==> config.mk <==
export PLATFORM = sky130hd
export DESIGN_NAME = luma_contrast_stretch_flat
export DESIGN_NICKNAME = d
export VERILOG_FILES = /design/src/hdl/lcs_pkg.sv /design/src/hdl/lcs_if.sv /design/src/hdl/lcs_front.sv /design/src/hdl/lcs_queue.sv /design/src/hdl/lcs_back.sv /design/src/hdl/luma_contrast_stretch.sv /design/src/flat_wrapper.sv
export SDC_FILE = /design/constraint.sdc
export NUM_CORES = 2
export LEC_CHECK = 0
export BUFFER_PORTS_ARGS = -buffer_cell sky130_fd_sc_hd__buf_2
export CAP_MARGIN = 20
export CORE_UTILIZATION = 55
export CTS_BUF_LIST = sky130_fd_sc_hd__clkbuf_2 sky130_fd_sc_hd__clkbuf_4 sky130_fd_sc_hd__clkbuf_8
export DETAILED_ROUTE_END_ITERATION = 6
export GPL_ROUTABILITY_DRIVEN = 0
export PLACE_DENSITY = 0.83
export SETUP_SLACK_MARGIN = 0.1
export SLEW_MARGIN = 20
export SYNTH_ARGS = -nofsm -noshare
export SYNTH_HDL_FRONTEND = slang
export SYNTH_HIERARCHICAL = 1
export SYNTH_SLANG_ARGS = --single-unit
==> constraint.sdc <==
create_clock -name clk_i -period 10.4 [get_ports clk_i]
set_input_delay 2.08 -clock clk_i [delete_from_list [all_inputs] [get_ports clk_i]]
set_output_delay 2.08 -clock clk_i [all_outputs]
set_load 0.02 [all_outputs]
==> src/hdl/lcs_pkg.sv <==
// Shared types, constants and helpers for the luma contrast stretch block.
package lcs_pkg;

  localparam int unsigned SAMPLE_W = 8;
  localparam int unsigned LUMA_W   = 18;
  localparam int unsigned CC_W     = 3;
  localparam int unsigned GRAY_W   = 8;
  localparam int unsigned PROD_W   = 16;
  // Divider datapath: offset*510 + span stays below 2^27, divisor<<8 below 2^28.
  localparam int unsigned DIV_W    = 28;
  localparam int unsigned STEP_W   = 3;

  // APB register file
  localparam int unsigned APB_ADDR_W = 3;
  localparam int unsigned APB_DATA_W = 32;
  localparam logic [APB_ADDR_W-3:0] REG_CHANNEL_COUNT = 1'b0;

  localparam logic [CC_W-1:0] CC_RESET      = 3'd3;
  localparam logic [CC_W-1:0] CC_GRAY       = 3'd1;
  localparam logic [CC_W-1:0] CC_GRAY_ALPHA = 3'd2;
  localparam logic [CC_W-1:0] CC_RGB        = 3'd3;
  localparam logic [CC_W-1:0] CC_RGBA       = 3'd4;

  localparam logic KIND_GATHER = 1'b0;
  localparam logic KIND_MAP    = 1'b1;

  localparam logic [LUMA_W-1:0] WEIGHT_R = 18'd299;
  localparam logic [LUMA_W-1:0] WEIGHT_G = 18'd587;
  localparam logic [LUMA_W-1:0] WEIGHT_B = 18'd114;

  localparam logic [LUMA_W-1:0] LUMA_ALL_ONES = '1;
  localparam logic [DIV_W-1:0]  MAP_SCALE     = 28'd510;  // 2 * 255
  localparam logic [GRAY_W-1:0] GRAY_MAX      = 8'hFF;

  typedef struct packed {
    logic              kind;
    logic              frame_start;
    logic [LUMA_W-1:0] luma;
  } lcs_entry_t;

  // floor(x / 255), exact for x < 65280
  function automatic logic [SAMPLE_W-1:0] div255(input logic [PROD_W-1:0] x);
    logic [PROD_W:0] t;
    t = {1'b0, x} + 17'd1 + {9'd0, x[PROD_W-1:SAMPLE_W]};
    return t[PROD_W-1:SAMPLE_W];
  endfunction

endpackage

==> src/hdl/lcs_if.sv <==
// Valid/ready stream interfaces for pixel words and gray words.
interface lcs_pix_if import lcs_pkg::*; ();
  logic                valid;
  logic                ready;
  logic                kind;
  logic                frame_start;
  logic [SAMPLE_W-1:0] sample0;
  logic [SAMPLE_W-1:0] sample1;
  logic [SAMPLE_W-1:0] sample2;
  logic [SAMPLE_W-1:0] sample3;

  modport source (output valid, kind, frame_start, sample0, sample1, sample2, sample3,
                  input ready);
  modport sink   (input valid, kind, frame_start, sample0, sample1, sample2, sample3,
                  output ready);
endinterface

interface lcs_gray_if import lcs_pkg::*; ();
  logic              valid;
  logic              ready;
  logic [GRAY_W-1:0] gray_level;

  modport source (output valid, gray_level, input ready);
  modport sink   (input valid, gray_level, output ready);
endinterface

==> src/hdl/lcs_front.sv <==
// Front end: takes pixel words, premultiplies alpha and forms luma for the queue.
module lcs_front import lcs_pkg::*; (
  input  logic            clk_i,
  input  logic            rst_ni,
  input  logic [CC_W-1:0] channel_count_i,
  lcs_pix_if.sink         pix_i,
  input  logic            full_i,
  output logic            push_o,
  output lcs_entry_t      push_data_o
);

  logic                s1_valid_q;
  logic                s1_kind_q;
  logic                s1_start_q;
  logic [SAMPLE_W-1:0] s1_raw_q  [3];
  logic [PROD_W-1:0]   s1_prod_q [3];

  logic [SAMPLE_W-1:0] alpha;
  logic [SAMPLE_W-1:0] r, g, b;
  logic                s1_take;

  assign push_o      = s1_valid_q && !full_i;
  assign pix_i.ready = !s1_valid_q || !full_i;
  assign s1_take     = pix_i.valid && pix_i.ready;

  // gray+alpha carries alpha in sample1
  assign alpha = (channel_count_i == CC_GRAY_ALPHA) ? pix_i.sample1 : pix_i.sample3;

  always_ff @(posedge clk_i or negedge rst_ni) begin
    if (!rst_ni) begin
      s1_valid_q <= 1'b0;
    end else if (s1_take) begin
      s1_valid_q <= 1'b1;
    end else if (push_o) begin
      s1_valid_q <= 1'b0;
    end
  end

  always_ff @(posedge clk_i) begin
    if (s1_take) begin
      s1_kind_q    <= pix_i.kind;
      s1_start_q   <= pix_i.frame_start;
      s1_raw_q[0]  <= pix_i.sample0;
      s1_raw_q[1]  <= pix_i.sample1;
      s1_raw_q[2]  <= pix_i.sample2;
      s1_prod_q[0] <= pix_i.sample0 * alpha;
      s1_prod_q[1] <= pix_i.sample1 * pix_i.sample3;
      s1_prod_q[2] <= pix_i.sample2 * pix_i.sample3;
    end
  end

  always_comb begin
    r = '0;
    g = '0;
    b = '0;
    unique case (channel_count_i)
      CC_GRAY: begin
        r = s1_raw_q[0];
        g = s1_raw_q[0];
        b = s1_raw_q[0];
      end
      CC_GRAY_ALPHA: begin
        r = div255(s1_prod_q[0]);
        g = r;
        b = r;
      end
      CC_RGB: begin
        r = s1_raw_q[0];
        g = s1_raw_q[1];
        b = s1_raw_q[2];
      end
      CC_RGBA: begin
        r = div255(s1_prod_q[0]);
        g = div255(s1_prod_q[1]);
        b = div255(s1_prod_q[2]);
      end
      default: begin
        r = '0;
        g = '0;
        b = '0;
      end
    endcase
  end

  // max 255 * 1000 fits in LUMA_W bits
  assign push_data_o.kind        = s1_kind_q;
  assign push_data_o.frame_start = s1_start_q;
  assign push_data_o.luma        = LUMA_W'(r) * WEIGHT_R + LUMA_W'(g) * WEIGHT_G
                                 + LUMA_W'(b) * WEIGHT_B;

endmodule

==> src/hdl/lcs_queue.sv <==
// Small FIFO of classified luma entries between front and back end.
module lcs_queue import lcs_pkg::*; #(
  parameter int unsigned DEPTH = 4
) (
  input  logic       clk_i,
  input  logic       rst_ni,
  input  logic       push_i,
  input  lcs_entry_t push_data_i,
  input  logic       pop_i,
  output lcs_entry_t pop_data_o,
  output logic       full_o,
  output logic       empty_o
);

  localparam int unsigned IDX_W = (DEPTH > 1) ? $clog2(DEPTH) : 1;
  localparam int unsigned CNT_W = $clog2(DEPTH + 1);

  lcs_entry_t       mem_q [DEPTH];
  logic [IDX_W-1:0] wr_ptr_q, rd_ptr_q;
  logic [CNT_W-1:0] count_q;

  assign full_o     = (count_q == CNT_W'(DEPTH));
  assign empty_o    = (count_q == '0);
  assign pop_data_o = mem_q[rd_ptr_q];

  function automatic logic [IDX_W-1:0] next_ptr(input logic [IDX_W-1:0] p);
    return (p == IDX_W'(DEPTH - 1)) ? '0 : p + 1'b1;
  endfunction

  always_ff @(posedge clk_i or negedge rst_ni) begin
    if (!rst_ni) begin
      wr_ptr_q <= '0;
      rd_ptr_q <= '0;
      count_q  <= '0;
    end else begin
      if (push_i) wr_ptr_q <= next_ptr(wr_ptr_q);
      if (pop_i)  rd_ptr_q <= next_ptr(rd_ptr_q);
      if (push_i && !pop_i) begin
        count_q <= count_q + 1'b1;
      end else if (pop_i && !push_i) begin
        count_q <= count_q - 1'b1;
      end
    end
  end

  always_ff @(posedge clk_i) begin
    if (push_i) mem_q[wr_ptr_q] <= push_data_i;
  end

  a_no_overflow: assert property (@(posedge clk_i) disable iff (!rst_ni)
    full_o |-> !push_i) else $error("queue push while full");

  a_no_underflow: assert property (@(posedge clk_i) disable iff (!rst_ni)
    empty_o |-> !pop_i) else $error("queue pop while empty");

endmodule

==> src/hdl/lcs_back.sv <==
// Back end: min/max tracking, stretch mapping with restoring divider, output register.
module lcs_back import lcs_pkg::*; (
  input  logic       clk_i,
  input  logic       rst_ni,
  input  lcs_entry_t pop_data_i,
  input  logic       empty_i,
  output logic       pop_o,
  lcs_gray_if.source gray_o
);

  typedef enum logic [2:0] {
    S_IDLE,
    S_MUL,
    S_SAT,
    S_DIV,
    S_EMIT
  } state_e;

  state_e            state_q;
  logic [LUMA_W-1:0] min_q, max_q;
  logic [LUMA_W-1:0] off_q, span_q;
  logic [DIV_W-1:0]  rem_q, dvs_q;
  logic [STEP_W-1:0] step_q;
  logic [GRAY_W-1:0] quo_q;
  logic              out_valid_q;
  logic [GRAY_W-1:0] out_q;

  logic [LUMA_W-1:0] base_min, base_max, luma;
  logic [DIV_W-1:0]  trial;
  logic              out_free;
  logic              out_load;

  assign pop_o    = (state_q == S_IDLE) && !empty_i;
  assign luma     = pop_data_i.luma;
  assign base_min = pop_data_i.frame_start ? LUMA_ALL_ONES : min_q;
  assign base_max = pop_data_i.frame_start ? '0 : max_q;
  assign trial    = dvs_q << step_q;
  assign out_free = !out_valid_q || gray_o.ready;
  assign out_load = (state_q == S_EMIT) && out_free;

  assign gray_o.valid      = out_valid_q;
  assign gray_o.gray_level = out_q;

  always_ff @(posedge clk_i or negedge rst_ni) begin
    if (!rst_ni) begin
      state_q     <= S_IDLE;
      min_q       <= LUMA_ALL_ONES;
      max_q       <= '0;
      out_valid_q <= 1'b0;
      off_q       <= '0;
      span_q      <= '0;
      rem_q       <= '0;
      dvs_q       <= '0;
      step_q      <= '0;
      quo_q       <= '0;
      out_q       <= '0;
    end else begin
      if (out_load) begin
        out_valid_q <= 1'b1;
      end else if (out_valid_q && gray_o.ready) begin
        out_valid_q <= 1'b0;
      end
      unique case (state_q)
        S_IDLE: begin
          if (pop_o) begin
            if (pop_data_i.kind == KIND_GATHER) begin
              min_q <= (luma < base_min) ? luma : base_min;
              max_q <= (luma > base_max) ? luma : base_max;
            end else if (luma < min_q) begin
              quo_q   <= '0;
              state_q <= S_EMIT;
            end else begin
              off_q   <= luma - min_q;
              span_q  <= (max_q > min_q) ? max_q - min_q : LUMA_W'(1);
              state_q <= S_MUL;
            end
          end
        end
        S_MUL: begin
          // numerator 2*off*255 + span, divisor 2*span
          rem_q   <= DIV_W'(off_q) * MAP_SCALE + DIV_W'(span_q);
          dvs_q   <= DIV_W'(span_q) << 1;
          state_q <= S_SAT;
        end
        S_SAT: begin
          if (rem_q >= (dvs_q << GRAY_W)) begin
            quo_q   <= GRAY_MAX;
            state_q <= S_EMIT;
          end else begin
            quo_q   <= '0;
            step_q  <= STEP_W'(GRAY_W - 1);
            state_q <= S_DIV;
          end
        end
        S_DIV: begin
          if (rem_q >= trial) begin
            rem_q         <= rem_q - trial;
            quo_q[step_q] <= 1'b1;
          end
          if (step_q == '0) begin
            state_q <= S_EMIT;
          end else begin
            step_q <= step_q - 1'b1;
          end
        end
        S_EMIT: begin
          if (out_free) begin
            out_q   <= quo_q;
            state_q <= S_IDLE;
          end
        end
        default: state_q <= S_IDLE;
      endcase
    end
  end

  // partial remainder stays below the current trial divisor doubled
  a_rem_bound: assert property (@(posedge clk_i) disable iff (!rst_ni)
    (state_q == S_DIV) |-> (rem_q < (dvs_q << ({1'b0, step_q} + 4'd1))))
    else $error("divider remainder out of range");

  a_minmax_order: assert property (@(posedge clk_i) disable iff (!rst_ni)
    (pop_o && pop_data_i.kind == KIND_GATHER) |=> (min_q <= max_q))
    else $error("min above max after gather word");

  a_emit_loads: assert property (@(posedge clk_i) disable iff (!rst_ni)
    (state_q == S_EMIT && out_free) |=> (out_valid_q && out_q == $past(quo_q)))
    else $error("result not loaded into output register");

endmodule

==> src/hdl/luma_contrast_stretch.sv <==
// Top level of the luma contrast stretch: APB register, front end, queue, back end.
// Path: a gather word passes the front register and the queue, then updates min/max; a
//   map word goes S_IDLE to S_EMIT directly (luma below min), via S_MUL, S_SAT (saturated)
//   or via S_MUL, S_SAT, S_DIV (full divide, 8 quotient steps of the restoring divider).
// Gather words 1/cycle while the queue has room; the back end takes map words one at a time.
// Front end and back end stall independently through the entry queue.
// Reset (async, active low): channel_count = 3, min = all ones, max = 0, queue empty.
module luma_contrast_stretch import lcs_pkg::*; #(
  parameter int unsigned QUEUE_DEPTH = 4
) (
  input  logic                  clk_i,
  input  logic                  rst_ni,
  input  logic                  psel,
  input  logic                  penable,
  input  logic                  pwrite,
  input  logic [APB_ADDR_W-1:0] paddr,
  input  logic [APB_DATA_W-1:0] pwdata,
  output logic [APB_DATA_W-1:0] prdata,
  output logic                  pready,
  lcs_pix_if.sink               pix_i,
  lcs_gray_if.source            gray_o
);

  logic [CC_W-1:0] channel_count_q;
  logic            reg_hit;

  lcs_entry_t push_data, pop_data;
  logic       push, pop, full, empty;

  // one 32-bit register at word index 0; other addresses read zero, ignore writes
  assign reg_hit = (paddr[APB_ADDR_W-1:2] == REG_CHANNEL_COUNT);
  assign pready  = 1'b1;
  assign prdata  = reg_hit ? APB_DATA_W'(channel_count_q) : '0;

  always_ff @(posedge clk_i or negedge rst_ni) begin
    if (!rst_ni) begin
      channel_count_q <= CC_RESET;
    end else if (psel && penable && pwrite && pready && reg_hit) begin
      channel_count_q <= pwdata[CC_W-1:0];
    end
  end

  // alpha premultiply and luma
  lcs_front u_front (
    .clk_i           (clk_i),
    .rst_ni          (rst_ni),
    .channel_count_i (channel_count_q),
    .pix_i           (pix_i),
    .full_i          (full),
    .push_o          (push),
    .push_data_o     (push_data)
  );

  lcs_queue #(
    .DEPTH (QUEUE_DEPTH)
  ) u_queue (
    .clk_i       (clk_i),
    .rst_ni      (rst_ni),
    .push_i      (push),
    .push_data_i (push_data),
    .pop_i       (pop),
    .pop_data_o  (pop_data),
    .full_o      (full),
    .empty_o     (empty)
  );

  // statistics update, stretch divide, output word register
  lcs_back u_back (
    .clk_i      (clk_i),
    .rst_ni     (rst_ni),
    .pop_data_i (pop_data),
    .empty_i    (empty),
    .pop_o      (pop),
    .gray_o     (gray_o)
  );

endmodule

==> src/flat_wrapper.sv <==
// flat-port wrapper written by rule: the top's interface ports become plain ports
module luma_contrast_stretch_flat import lcs_pkg::*;
#(
  parameter int unsigned QUEUE_DEPTH = 4
)
  (clk_i, rst_ni, psel, penable, pwrite, paddr, pwdata, prdata, pready, pix_i_valid, pix_i_kind, pix_i_frame_start, pix_i_sample0, pix_i_sample1, pix_i_sample2, pix_i_sample3, pix_i_ready, gray_o_valid, gray_o_gray_level, gray_o_ready);
  lcs_pix_if pix_i_i ();
  lcs_gray_if gray_o_i ();
  input  logic clk_i;
  input  logic rst_ni;
  input  logic psel;
  input  logic penable;
  input  logic pwrite;
  input  logic [APB_ADDR_W-1:0] paddr;
  input  logic [APB_DATA_W-1:0] pwdata;
  output logic [APB_DATA_W-1:0] prdata;
  output logic pready;
  input wire logic [$bits(pix_i_i.valid)-1:0] pix_i_valid;
  input wire logic [$bits(pix_i_i.kind)-1:0] pix_i_kind;
  input wire logic [$bits(pix_i_i.frame_start)-1:0] pix_i_frame_start;
  input wire logic [$bits(pix_i_i.sample0)-1:0] pix_i_sample0;
  input wire logic [$bits(pix_i_i.sample1)-1:0] pix_i_sample1;
  input wire logic [$bits(pix_i_i.sample2)-1:0] pix_i_sample2;
  input wire logic [$bits(pix_i_i.sample3)-1:0] pix_i_sample3;
  output wire logic [$bits(pix_i_i.ready)-1:0] pix_i_ready;
  output wire logic [$bits(gray_o_i.valid)-1:0] gray_o_valid;
  output wire logic [$bits(gray_o_i.gray_level)-1:0] gray_o_gray_level;
  input wire logic [$bits(gray_o_i.ready)-1:0] gray_o_ready;
  assign pix_i_i.valid = pix_i_valid;
  assign pix_i_i.kind = pix_i_kind;
  assign pix_i_i.frame_start = pix_i_frame_start;
  assign pix_i_i.sample0 = pix_i_sample0;
  assign pix_i_i.sample1 = pix_i_sample1;
  assign pix_i_i.sample2 = pix_i_sample2;
  assign pix_i_i.sample3 = pix_i_sample3;
  assign pix_i_ready = pix_i_i.ready;
  assign gray_o_valid = gray_o_i.valid;
  assign gray_o_gray_level = gray_o_i.gray_level;
  assign gray_o_i.ready = gray_o_ready;
  luma_contrast_stretch #(.QUEUE_DEPTH(QUEUE_DEPTH)) u_core (.clk_i(clk_i), .rst_ni(rst_ni), .psel(psel), .penable(penable), .pwrite(pwrite), .paddr(paddr), .pwdata(pwdata), .prdata(prdata), .pready(pready), .pix_i(pix_i_i), .gray_o(gray_o_i));
endmodule
==> qor.csv <==
metric,value,unit
status,finished clean,
clk_path_buf_depth,3,
grt_overflow,0,
fin_tns_setup,0,ns
finClkSkew,0.0482,ns
clk_latency,0.66,ns
dieArea,60300,µm²
cts_hold_buf,0,
yosysWarnings,6,
cts_sinks,306,
layout.nets,4147,
path_buf_inv,4,
postCtsSetupBuffers,0,
holdCritPathClass,reg2reg,
relSlewSlack,27.3,%
crit_path_max_fanout,5,
die_h,246,µm
rows,88,
async_reset_ff_share,49.7,%
synth.distinct_cells,106,
fill_cells,4678,
cts_tree,done,
yosysTopAreaCellShare,16.1,%
setup_viol,0,
grt_max_degree,87,
synth_seq_cells,306,
dpl-instance-area,33600,µm²
ioPinCount,119,
crit_type,reg2reg,
drive_gt1_share,8.13,%
cpPeakStageDelay,0.60,ns
drc,0,
syn_to_final_growth,6.49,%
totalWireLength,74900,µm
grt_pass1_vias,25200,
end_kind,register,
synth_ff_type,edfxtp_1,
viasPerCell,5.80,
drtAntennaViolNets,0,
die_w,246,µm
syn_avg_cell_area,9.79,µm²
via_count,24400,
crit_family,adder cells,
hpwl,58900,µm
floorplan.initialDensity,56.2,%
synth-edff-count,154,
cts.htree.levels,2,
routedWlPerCell,17.9,µm
clkTransAtPathRegs,0.06,ns
fmax,121,MHz
crit_path_top_delay_cell,fa_1,
slew_violations,0,
final_hold_viol_count,0,
ys_top_cells_by_area,"ha_1, fa_1, edfxtp_1",
worst_pin_slew,1.09,ns
drt_iter0_drc,1847,
fin_cells,4196,
worstSetupStartpointType,register,
period_needed,8.29,ns
gr-usage-all-layers,25.2,%
finalCritPeriodShare,79.7,%
fin_area,34800,µm²
maxCapViolations,0,
port_buffers,57,
cts_buffers,51,
rsz0062_at_grt,no,
required,10.75,ns
arrival,8.64,ns
synth_area,32700,µm²
path_common_cell,fa_1,
clock-root-buffer,clkbuf_8,
synth_area_leader_cell,ha_1,
antenna_found_initial,2,
cts_resized,0,
coreArea,58100,µm²
dr.pass1.iters,7,
synthCells,3335,
dpl.cell_count,4099,
grt_pass1_wl,123000,µm
synth_seq_area_share,25.9,%
## path summary, 6_finish.rpt
path / from / endpoint / slack (ns) / cells past startpoint
max: u_core/u_front/s1_prod_q[0][10] / u_core/u_queue/mem_q[3][17] / 2.11 / 30
min: u_core/u_back/off_q[7] / u_core/u_back/off_q[7] / 0.48 / 2
max reg2reg: u_core/u_front/s1_prod_q[0][10] / u_core/u_queue/mem_q[3][17] / 2.11 / 30
min reg2reg: u_core/u_back/off_q[7] / u_core/u_back/off_q[7] / 0.48 / 2
max in group asynchronous: rst_ni / u_core/u_back/max_q[15] / 7.39 / 2
min in group asynchronous: rst_ni / u_core/u_back/rem_q[5] / 1.49 / 1
## worst reg2reg max path: cells and delay by family (launching register included)
family          cells  cell delay, ns
fa+ha+maj          11            4.54
xor+xnor            3            0.49
compound gates      9            2.09
buf+inv             4            0.19
flops               1            0.46
simple gates        3            0.24
## state kept, by name, summed over array words and instances (netlist names)
signal                           cells
u_core/u_back/gray_o.gray_level      8
u_core/u_front/s1_valid_q            1
u_core/u_front/s1_raw_q             24
u_core/u_back/gray_o.valid           1
u_core/u_back/step_q                 3
u_core/u_back/span_q                18
u_core/channel_count_q               3
u_core/u_queue/rd_ptr_q              2
u_core/u_back/state_q                3
u_core/u_queue/mem_q                80
u_core/u_queue/count_q               3
u_core/u_back/off_q                 18
u_core/u_back/max_q                 18
u_core/u_queue/wr_ptr_q              2
u_core/u_front/s1_prod_q            48
u_core/u_back/rem_q                 28
u_core/u_back/min_q                 18
u_core/u_back/dvs_q                 18
u_core/u_front/s1_start_q            1
u_core/u_back/quo_q                  8
u_core/u_front/s1_kind_q             1
## stage by stage
| step | hold slack (ns) | setup slack [ns] | utilization [%] |
|---|---|---|---|
| final | 0.480 | 2.11 | 59.8 |
| after floorplan | 0.449 | 2.87 | - |
| after CTS | 0.487 | 1.99 | 59.8 |
| after global routing | 0.520 | 1.77 | 59.8 |
| after detailed placement | 0.471 | 2.05 | 57.8 |
| after global placement | 0.459 | 2.13 | 57.8 |
## cell type report
cell class | instances | area [µm²] | share of cell area, %
multi-input cells | 2452 | 21900 | 62.9
clock inverters | 20 | 250 | 0.720
flip-flops and latches | 306 | 8450 | 24.3
well taps | 765 | 957 | 2.75
diodes | 1 | 2.50 | 0.00720
repair buffers | 72 | 404 | 1.16
clock buffers | 76 | 927 | 2.67
inverters | 504 | 1890 | 5.44
## layer usage
metal | GRT usage (%) | part of all wire (%)
met1 | 30.1 | 41
met2 | 45.1 | 51
met3 | 3.04 | 4.7
met4 | 11.6 | 4.1
met5 | 0 | 0
## Yosys cell counts, types with 14 or more instances
cell type / count
buf_4: 33
clkbuf_1: 46
nand4_1: 21
o21a_1: 51
mux4_2: 25
a22o_1: 17
nand2_1: 268
o21bai_1: 14
mux2i_1: 51
fa_1: 263
a31oi_1: 31
inv_1: 501
dfstp_2: 20
buf_2: 14
nand2b_1: 66
a21oi_1: 171
ha_1: 421
nor3_1: 40
o21ai_0: 155
and3_1: 17
nor2b_1: 70
nor2_1: 143
nand3_1: 47
a211oi_1: 17
xnor2_1: 117
xor2_1: 46
edfxtp_1: 154
and2_1: 80
dfrtp_1: 132
o211ai_1: 21
o21ai_1: 15
a21o_1: 53
## cell usage in the layout, fill, tap and decap left out, types with 14 or more instances in the layout
cell type  Yosys  final
and3_1        17     17
a211oi_1      17     17
o211ai_1      21     21
fa_1         263    263
edfxtp_1     154    154
dfstp_2       20     20
mux4_2        25     25
nor2_1       143    141
o21ai_1       15     15
mux2i_1       51     51
nand2b_1      66     66
dfrtp_1      132    132
a21oi_1      171    171
nor2b_1       70     70
buf_2         14     56
nand2_1      268    268
conb_1         2     30
o21bai_1      14     14
inv_1        501    501
xor2_1        46     46
clkbuf_8       0     57
ha_1         421    421
clkbuf_4       0     19
nand4_1       21     21
a31oi_1       31     31
nor3_1        40     39
xnor2_1      117    117
o21a_1        51     51
and2_1        80     79
o21ai_0      155    155
a22o_1        17     17
a21o_1        53     53
nand3_1       47     47
buf_4         33     15
## logic make-up (layout without fill, tap and decap cells)
kind of cell	Yosys count	in the layout	share of synthesized area [%]
other	2	31	0.0230
DFF	306	306	25.9
adders and majority gates	684	684	32.3
buffers and inverters	605	672	7.44
AOI/OAI and AO/OA	663	663	13.4
xor gates and xnor gates	163	163	4.37
and+or+nand+nor	820	820	12.6
muxes	92	92	4.00
Power is left out: the tool's default activity adds up to more than one toggle a clock period on the data nets, which glitch-free logic cannot reach.
